**src/sv/ssc_pkg.sv**
```systemverilog
// shared types, constants and salsa20 round functions
`timescale 1ns / 1ps

package ssc_pkg;

	typedef logic [31:0]       word_t;
	typedef logic [15:0][31:0] blk_t;
	typedef logic [3:0][31:0]  quad_t;

	// configuration register indexes
	localparam logic [2:0] CFG_KEY0     = 3'd0;
	localparam logic [2:0] CFG_KEY1     = 3'd1;
	localparam logic [2:0] CFG_KEY2     = 3'd2;
	localparam logic [2:0] CFG_KEY3     = 3'd3;
	localparam logic [2:0] CFG_NONCE    = 3'd4;
	localparam logic [2:0] CFG_KEY_SIZE = 3'd5;

	// expansion constants
	localparam word_t SIGMA0     = 32'h61707865;
	localparam word_t SIGMA1_128 = 32'h3120646e;
	localparam word_t SIGMA1_256 = 32'h3320646e;
	localparam word_t SIGMA2_128 = 32'h79622d36;
	localparam word_t SIGMA2_256 = 32'h79622d32;
	localparam word_t SIGMA3     = 32'h6b206574;

	localparam int unsigned ROUNDS = 20;

	typedef struct packed {
		logic [63:0] key0;
		logic [63:0] key1;
		logic [63:0] key2;
		logic [63:0] key3;
		logic [63:0] nonce;
		logic        key_size;
	} cfg_t;

	typedef struct packed {
		logic        we;
		logic [4:0]  addr;
		word_t       data;
	} wr_t;

	typedef struct packed {
		logic done;
		logic bank;
	} gen_stat_t;

	typedef enum logic [1:0] {
		GEN_IDLE,
		GEN_ROUND,
		GEN_WRITE
	} gen_state_t;

	function automatic word_t rotl(input word_t v, input int unsigned n);
		return (v << n) | (v >> (32 - n));
	endfunction

	// quarter round, result ordered {a, b, c, d} from msb
	function automatic quad_t quarter(input word_t a, input word_t b,
	                                  input word_t c, input word_t d);
		word_t ta, tb, tc, td;
		tb = b ^ rotl(a + d, 7);
		tc = c ^ rotl(tb + a, 9);
		td = d ^ rotl(tc + tb, 13);
		ta = a ^ rotl(td + tc, 18);
		return {ta, tb, tc, td};
	endfunction

	// one round: column round when row is low, row round otherwise
	function automatic blk_t salsa_round(input blk_t x, input logic row);
		blk_t  y;
		quad_t q0, q1, q2, q3;
		if (!row) begin
			q0 = quarter(x[0],  x[4],  x[8],  x[12]);
			q1 = quarter(x[5],  x[9],  x[13], x[1]);
			q2 = quarter(x[10], x[14], x[2],  x[6]);
			q3 = quarter(x[15], x[3],  x[7],  x[11]);
			y[0]  = q0[3]; y[4]  = q0[2]; y[8]  = q0[1]; y[12] = q0[0];
			y[5]  = q1[3]; y[9]  = q1[2]; y[13] = q1[1]; y[1]  = q1[0];
			y[10] = q2[3]; y[14] = q2[2]; y[2]  = q2[1]; y[6]  = q2[0];
			y[15] = q3[3]; y[3]  = q3[2]; y[7]  = q3[1]; y[11] = q3[0];
		end else begin
			q0 = quarter(x[0],  x[1],  x[2],  x[3]);
			q1 = quarter(x[5],  x[6],  x[7],  x[4]);
			q2 = quarter(x[10], x[11], x[8],  x[9]);
			q3 = quarter(x[15], x[12], x[13], x[14]);
			y[0]  = q0[3]; y[1]  = q0[2]; y[2]  = q0[1]; y[3]  = q0[0];
			y[5]  = q1[3]; y[6]  = q1[2]; y[7]  = q1[1]; y[4]  = q1[0];
			y[10] = q2[3]; y[11] = q2[2]; y[8]  = q2[1]; y[9]  = q2[0];
			y[15] = q3[3]; y[12] = q3[2]; y[13] = q3[1]; y[14] = q3[0];
		end
		return y;
	endfunction

	// input block from key, nonce and block counter
	function automatic blk_t init_state(input cfg_t c, input logic [63:0] ctr);
		blk_t s;
		s[0]  = SIGMA0;
		s[5]  = c.key_size ? SIGMA1_256 : SIGMA1_128;
		s[10] = c.key_size ? SIGMA2_256 : SIGMA2_128;
		s[15] = SIGMA3;
		s[1]  = c.key0[31:0];
		s[2]  = c.key0[63:32];
		s[3]  = c.key1[31:0];
		s[4]  = c.key1[63:32];
		s[11] = c.key_size ? c.key2[31:0]  : c.key0[31:0];
		s[12] = c.key_size ? c.key2[63:32] : c.key0[63:32];
		s[13] = c.key_size ? c.key3[31:0]  : c.key1[31:0];
		s[14] = c.key_size ? c.key3[63:32] : c.key1[63:32];
		s[6]  = c.nonce[31:0];
		s[7]  = c.nonce[63:32];
		s[8]  = ctr[31:0];
		s[9]  = ctr[63:32];
		return s;
	endfunction

endpackage

```
**src/sv/ssc_ksbuf.sv**
```systemverilog
// two-bank keystream buffer memory, 32 words, registered read
`timescale 1ns / 1ps

module ssc_ksbuf (
	input  logic          clk,
	input  ssc_pkg::wr_t  wr,
	input  logic          re,
	input  logic [4:0]    raddr,
	output ssc_pkg::word_t rdata
);
	import ssc_pkg::*;

	word_t mem [32];
	word_t rdata_q;

	// write port
	always_ff @(posedge clk) begin
		if (wr.we) begin
			mem[wr.addr] <= wr.data;
		end
	end

	// read port
	always_ff @(posedge clk) begin
		if (re) begin
			rdata_q <= mem[raddr];
		end
	end

	assign rdata = rdata_q;

endmodule

```
**config.mk**
```make
export PLATFORM = sky130hd
export DESIGN_NAME = ssc_ksbuf
export DESIGN_NICKNAME = d
export VERILOG_FILES = /design/src/sv/ssc_pkg.sv /design/src/sv/ssc_ksbuf.sv
export SDC_FILE = /design/constraint.sdc
export NUM_CORES = 1
export LEC_CHECK = 0
export BUFFER_PORTS_ARGS = -buffer_cell sky130_fd_sc_hd__buf_4
export CELL_PAD_IN_SITES_DETAIL_PLACEMENT = 1
export CELL_PAD_IN_SITES_GLOBAL_PLACEMENT = 1
export CORE_MARGIN = 2
export CORE_UTILIZATION = 57
export CTS_BUF_LIST = sky130_fd_sc_hd__clkbuf_2 sky130_fd_sc_hd__clkbuf_4 sky130_fd_sc_hd__clkbuf_8
export CTS_CLUSTER_SIZE = 20
export DETAILED_ROUTE_END_ITERATION = 6
export PLACE_DENSITY = 0.83
export SLEW_MARGIN = 15
export SYNTH_ARGS = -nofsm -noshare
export SYNTH_HDL_FRONTEND = slang
export SYNTH_SLANG_ARGS = --single-unit
```
**constraint.sdc**
```tcl
create_clock -name clk -period 3.8 [get_ports clk]
set_clock_uncertainty 0.2 [all_clocks]
set_input_delay 0.57 -clock clk [delete_from_list [all_inputs] [get_ports clk]]
set_output_delay 0.57 -clock clk [all_outputs]
set_load 0.01 [all_outputs]
```
==> flow_metrics.env, run 1 <==
export IMPL_status="completed"
export IMPL_hold_buffers=32
export IMPL_gp_congestion=0.834
export IMPL_synth_area_top_cells="edfxtp_1 78%, mux2i_1 13%, a22oi_1 1.8%"
export IMPL_clk_pin_slew_ps=70
export IMPL_wl_per_cell_um=35.0
export IMPL_drive_gt1_share_pct=17.5
export IMPL_grt_pass1_wl_mm=180
export IMPL_start_util_pct=57.3
export IMPL_rsz0062_at_grt="no"
export IMPL_end_kind="flop"
export IMPL_p_leak_nw=16.3
export IMPL_synth_top_flop_cell="edfxtp_1"
export IMPL_drc_errors=0
export IMPL_io_buffers=76
export IMPL_cts_tree="yes"
export IMPL_syn_nets=2305
export IMPL_gr_usage_all_layers_pct=34.3
export IMPL_drt_wl_total_mm=125
export IMPL_crit_fanout=23
export IMPL_die_y_um=272
export IMPL_cts_buffers=161
export IMPL_setup_tns_ps=0
export IMPL_crit_type="in2reg"
export IMPL_synth_enable_flop_cells=1056
export IMPL_gr_total_overflow=0
export IMPL_synthDistinctLibCells=24
export IMPL_ir_drop_uv=301
export IMPL_ys_warn_count=0
export IMPL_grt_max_degree=69
export IMPL_cap_violations=0
export IMPL_clkLatencyLatePin_ps=840
export IMPL_p_per_area_mw_per_mm2=510
export IMPL_rows=98
export IMPL_worst_slew_pin_slew_ps=1150
export IMPL_async_flop_share_pct=0
export IMPL_core_area_mm2=0.0712
export IMPL_seq_area_frac_synth_pct=77.7
export IMPL_cp_required_ps=4100
export IMPL_clock_sinks=1056
export IMPL_synth_top_area_share_pct=77.7
export IMPL_drt_iter0_markers=2709
export IMPL_via_per_inst=6.59
export IMPL_clockBufferDepth=3
export IMPL_cp_start_kind="input port"
export IMPL_final_max_slew_viol_count=0
export IMPL_cts_resized=0
export IMPL_antenna_found_initial=4
export IMPL_cts_root_buf="clkbuf_8"
export IMPL_crit_arrival_ps=2870
export IMPL_fmax_ghz=0.390
export IMPL_worst_slack_ps=1230
export IMPL_num_io_pins=77
export IMPL_via_count=23543
export IMPL_firstDrtPassIters=6
export IMPL_finalCritPeriodShare_pct=67.5
export IMPL_relSlewSlack_pct=23.6
export IMPL_final_cell_count_no_fill=3571
export IMPL_dp_slack_ps=555
export IMPL_post_cts_buffers=0
export IMPL_ys_seq_elements=1056
export IMPL_syn_to_final_growth_pct=13.9
export IMPL_nets=2548
export IMPL_dpl_hpwl_mm=66.9
export IMPL_htreeDepth=4
export IMPL_hold_viol=0
export IMPL_syn_avg_cell_area_um2=18.1
export IMPL_setup_viol=0
export IMPL_min_period_ps=2570
export IMPL_die_area_mm2=0.0737
export IMPL_grt_pass1_vias=25467
export IMPL_final_util_pct=65.2
export IMPL_chipWidth_um=272
export IMPL_ant_nets=0
export IMPL_netlist_area_mm2=0.0408
export IMPL_yosysTopAreaCell="edfxtp_1"
export IMPL_syn_inst=2260
export IMPL_hp_class="in2reg"
export IMPL_dpl_cell_count=3258
[Yosys cell counts, types with 2 or more instances]
cell type / number
edfxtp_1: 1056
mux2i_1: 512
nand2_1: 98
nand3_1: 98
a21oi_1: 96
a22oi_1: 96
a22o_1: 64
clkbuf_1: 46
nor2_1: 34
buf_4: 33
a31oi_1: 32
nor3_1: 32
buf_2: 26
buf_6: 15
buf_1: 5
nand3b_1: 5
or3b_2: 3
clkbuf_4: 2
nand2b_1: 2
[final timing paths]
check / slack, ps / depth (start not counted) / startpoint / to
setup / recovery: 1230 / 7 / raddr[2] / rdata[11]
hold / removal: 180 / 1 / re / rdata[19]
hold reg to reg: 490 / 4 / mem[10][4] / rdata[4]
setup reg to reg: 1640 / 5 / mem[7][7] / rdata[7]
[through the flow]
stage,power (mW),instance area [µm²],hold slack [ps]
after CTS,23.7,46500,133
final,23.7,46500,182
after floorplan,14.0,40800,429
after global placement,14.5,43100,462
after global routing,24.2,46500,151
after detailed placement,14.6,43100,483
[worst max-delay path: stages]
cell and delay (ps):
buf_4 120, nor2b_4 680, buf_4 320, buf_4 380
a22oi_1 170, a31oi_1 360, nand3_1 230
[sequential cells by signal, summed over array words and instances (netlist names)]
| name | cells |
|---|---|
| rdata | 32 |
| mem | 1024 |
[power breakdown]
part / internal (mW) / switching (mW)
Clock: 4.74 / 4.47
Sequential: 13.0 / 0.0787
Combinational: 0.457 / 0.949
Total: 18.2 / 5.50
[layout by cell type (no fill, tap or decap), types with 2 or more instances in the layout]
| cell type | Yosys | layout |
|---|---|---|
| clkinv_1 | 0 | 39 |
| or3b_2 | 3 | 3 |
| diode_2 | 0 | 2 |
| a31oi_1 | 32 | 32 |
| nand2b_2 | 0 | 2 |
| nand3b_1 | 5 | 5 |
| buf_4 | 33 | 150 |
| dlygate4sd3_1 | 0 | 32 |
| edfxtp_1 | 1056 | 1056 |
| nor3_1 | 32 | 32 |
| a21oi_1 | 96 | 96 |
| nand3_1 | 98 | 98 |
| a22o_1 | 64 | 64 |
| nor2_4 | 0 | 33 |
| clkbuf_8 | 0 | 170 |
| mux2i_1 | 512 | 512 |
| nand2_1 | 98 | 97 |
| a22oi_1 | 96 | 96 |
| clkbuf_4 | 2 | 58 |
| buf_12 | 0 | 24 |
| clkinv_2 | 0 | 9 |
[layer usage]
metal	global-route usage [%]	vias up	wire length, µm
li1	-	9508	-
met1	41.9	12169	44900
met2	57.5	1469	62700
met3	6.78	393	10300
met4	19.1	4	7070
met5	0	-	26
[cell type report]
type                       instances  area [µm²]
clock buffer                     228        2780
fill                            6082       24800
timing repair buffer             207        1940
antenna                            2        5.00
tap                              950        1190
multi-input combinational       1077        8610
sequential                      1056       31700
clock inverter                    51         241
[cells by family (layout without fill, tap and decap cells)]
| group | count (synthesis) | in the layout | synth area share, % |
|---|---|---|---|
| flip-flops | 1056 | 1056 | 77.7 |
| multiplexers | 512 | 512 | 12.6 |
| AO/OA/AOI/OAI | 288 | 288 | 4.81 |
| AND/OR/NAND/NOR | 277 | 277 | 3.08 |
| buffers and inverters | 127 | 486 | 1.85 |
| other | 0 | 2 | 0 |
Power figures use the tool's default switching activity.
==> run 2, diff against run 1 <==
--- a/config.mk
+++ b/config.mk
@@ -5,15 +5,16 @@
 export SDC_FILE = /design/constraint.sdc
 export NUM_CORES = 1
 export LEC_CHECK = 0
+export ABC_AREA = 1
 export BUFFER_PORTS_ARGS = -buffer_cell sky130_fd_sc_hd__buf_4
 export CELL_PAD_IN_SITES_DETAIL_PLACEMENT = 1
 export CELL_PAD_IN_SITES_GLOBAL_PLACEMENT = 1
 export CORE_MARGIN = 2
-export CORE_UTILIZATION = 57
+export CORE_UTILIZATION = 48
 export CTS_BUF_LIST = sky130_fd_sc_hd__clkbuf_2 sky130_fd_sc_hd__clkbuf_4 sky130_fd_sc_hd__clkbuf_8
 export CTS_CLUSTER_SIZE = 20
 export DETAILED_ROUTE_END_ITERATION = 6
-export PLACE_DENSITY = 0.83
+export PLACE_DENSITY = 0.79
 export SLEW_MARGIN = 15
 export SYNTH_ARGS = -nofsm -noshare
 export SYNTH_HDL_FRONTEND = slang
==> constraint.sdc (replaced) <==
create_clock -name clk -period 2.2 [get_ports clk]
set_clock_uncertainty 0.2 [all_clocks]
set_input_delay 0.33 -clock clk [delete_from_list [all_inputs] [get_ports clk]]
set_output_delay 0.33 -clock clk [all_outputs]
set_load 0.01 [all_outputs]
==> run 2 against run 1 <==
  * Sequential power up 73%
  * Critical endpoint is now rdata[16]
  * Via count up 27%
  * Largest power group unchanged
  * Register-to-register slack worse by 1400 ps
  * Synthesized cell count up 56%
  * Utilization down 9.0 points
  * Sequential cell count unchanged
  * Die area up 24%
  * Clock power up 78%
  * Critical path type is now reg2out
  * Synthesized area up 4.7%
  * Worst hold slack worse by 76 ps
  * Critical path depth down 6
==> flow_metrics.env, run 2 <==
export IMPL_ys_top_cells_by_count="1440 x nand2_1, 1056 x edfxtp_1, 780 x nand3_1"
export IMPL_power_frac_clock_pct=39.1
export IMPL_syn_avg_cell_area_um2=12.1
export IMPL_dp_slack_ps=49.7
export IMPL_die_area_mm2=0.0914
export IMPL_synth_enable_flop_cells=1056
export IMPL_crit_arrival_ps=1630
export IMPL_via_per_inst=5.93
export IMPL_final_util_pct=56.2
export IMPL_crit_slowest_cell="edfxtp_1"
export IMPL_status="completed"
export IMPL_ys_seq_elements=1056
export IMPL_min_period_ps=2160
export IMPL_end_kind="output port"
export IMPL_final_cell_mix="1440 x nand2_1, 1056 x edfxtp_1, 780 x nand3_1"
export IMPL_yosysTopAreaCell="edfxtp_1"
export IMPL_antenna_found_initial=3
export IMPL_hp_class="in2reg"
export IMPL_gr_total_overflow=0
export IMPL_fmax_ghz=0.462
export IMPL_max_flop_register="mem"
export IMPL_largest_reg_flops=1024
export IMPL_grt_pass1_vias=32045
export IMPL_synth_top_area_share_pct=74.2
export IMPL_gr_usage_all_layers_pct=30.3
export IMPL_start_util_pct=48.4
export IMPL_worst_path_buf_inv=1
export IMPL_worst_slack_ps=35.1
export IMPL_cts_buffers=168
export IMPL_finalPower_mw=42.0
export IMPL_drt_iter0_markers=3005
export IMPL_switching_share_pct=23.9
export IMPL_drt_wl_total_mm=137
export IMPL_clock_sinks=1056
export IMPL_syn_to_final_growth_pct=16.0
export IMPL_crit_fanout=1
export IMPL_clk_pin_slew_ps=60
export IMPL_firstDrtPassIters=6
export IMPL_dpl_hpwl_mm=78.6
export IMPL_seq_area_frac_synth_pct=74.2
export IMPL_hold_ws_ps=106
export IMPL_finalCritPeriodShare_pct=98.4
export IMPL_async_flop_share_pct=0
export IMPL_cp_top_family="flip-flops"
export IMPL_yosysMostFrequentCell="nand2_1"
export IMPL_drc_errors=0
export IMPL_clkLatencyLatePin_ps=850
export IMPL_chipWidth_um=302
export IMPL_rows=109
export IMPL_grt_pass1_wl_mm=202
export IMPL_synthDistinctLibCells=13
export IMPL_cts_root_buf="clkbuf_8"
export IMPL_gp_congestion=0.794
export IMPL_nets=3813
export IMPL_p_per_area_mw_per_mm2=848
export IMPL_pwr_share_seq_pct=53.7
export IMPL_worstPathCellList="buf_6"
export IMPL_cp_required_ps=1670
export IMPL_die_y_um=302
export IMPL_cap_violations=0
export IMPL_num_io_pins=77
export IMPL_ir_drop_uv=612
export IMPL_relSlewSlack_pct=40.9
export IMPL_cpPeakStageDelay_ps=590
export IMPL_p_comb_share_pct=7.2
export IMPL_setup_viol=0
export IMPL_layout_commonest_cell="nand2_1"
export IMPL_grt_max_degree=91
export IMPL_wl_per_cell_um=27.0
export IMPL_syn_inst=3536
export IMPL_worst_slew_pin_slew_ps=887
export IMPL_netSwitchingPower_mw=10.1
export IMPL_ant_nets=0
export IMPL_final_max_slew_viol_count=0
export IMPL_synth_top_flop_cell="edfxtp_1"
export IMPL_netlist_area_mm2=0.0427
export IMPL_p_int_mw=32.0
export IMPL_clockBufferDepth=3
export IMPL_ys_warn_count=0
export IMPL_p_leak_nw=18.3
export IMPL_cts_tree="yes"
export IMPL_syn_nets=3581
export IMPL_rsz0062_at_grt="no"
export IMPL_drive_gt1_share_pct=13.9
export IMPL_cp_start_kind="flop"
export IMPL_synth_area_top_cells="edfxtp_1 74%, nand2_1 13%, nand3_1 9.1%"
export IMPL_crit_type="reg2out"
export IMPL_via_count=30012
export IMPL_core_area_mm2=0.0882
export IMPL_hold_viol=0
export IMPL_io_buffers=76
export IMPL_htreeDepth=4
==> run 2: cell types whose count changed after synthesis, moves of 57 or more <==
| cell | before | now |
|---|---|---|
| a22o_1 | 64 | 0 |
| nand3_1 | 98 | 780 |
| a22oi_1 | 96 | 0 |
| buf_2 | 26 | 83 |
| mux2i_1 | 512 | 0 |
| nand2_1 | 98 | 1440 |
| a21oi_1 | 96 | 0 |
==> run 2: area by class of cell <==
cell class,count,area [µm²]
Clock inverter,68,422
Inverter,10,67.6
Fill cell,8880,38700
Antenna cell,3,7.51
Sequential cell,1056,31700
Timing Repair Buffer,280,3450
Clock buffer,230,2800
Tap cell,1165,1460
Multi-Input combinational cell,2252,9670
==> run 2: timing repair <==
item,4_1_cts,5_1_grt
setup buffers,0,0
hold buffers,35,0
hold endpoints to repair,1065,0
setup endpoints to repair,1,0
gates resized for setup,1,0
==> run 2: worst min-delay path, cell delays in order <==
cell and delay, ps:
buf_4 140, nand3_1 90, buf_4 190, nor2_4 70, buf_12 160
==> run 2: through the flow <==
stage,instance area [µm²],setup TNS (ps),instances
6_report,49600,0,5064
5_1_grt,49600,0,5062
4_1_cts,49600,-12.8,5061
3_5_place_dp,46000,0,4728
3_3_place_gp,46000,0,4728
2_1_floorplan,42700,-397900,3536
==> run 2: worst paths after layout <==
kind,cells after the start,start,slack (ps),endpoint
setup reg to reg,9,mem[4][15],210,rdata[15]
hold reg to reg,8,mem[2][21],650,rdata[21]
hold / removal,5,wr[34],110,mem[23][31]
setup / recovery,1,rdata[16],40,rdata[16]
==> run 2: power by group through the flow <==
stage / Sequential [mW] / Clock [mW] / Combinational, mW
2_1_floorplan: 23.0 / 0 / 1.54
3_3_place_gp: 23.0 / 0 / 2.74
3_5_place_dp: 23.0 / 0 / 2.89
4_1_cts: 22.6 / 16.6 / 2.98
5_1_grt: 22.6 / 17.4 / 3.25
6_report: 22.6 / 16.4 / 3.01
==> run 2: kinds of logic after synthesis <==
group / after synthesis / share of synthesized area, %
buf+inv: 228 / 3.71
flops: 1056 / 74.2
simple gates: 2252 / 22.1
==> run 2: metal layers <==
metal | vias up | wire (µm) | global-route usage [%] | part of all wire (%)
met5 | - | 13 | 0 | 0.0095
met4 | 2 | 6420 | 15.0 | 4.7
met3 | 353 | 10400 | 4.97 | 7.6
met2 | 1471 | 67300 | 50.9 | 49
met1 | 15312 | 52400 | 38.3 | 38
li1 | 12874 | - | - | -
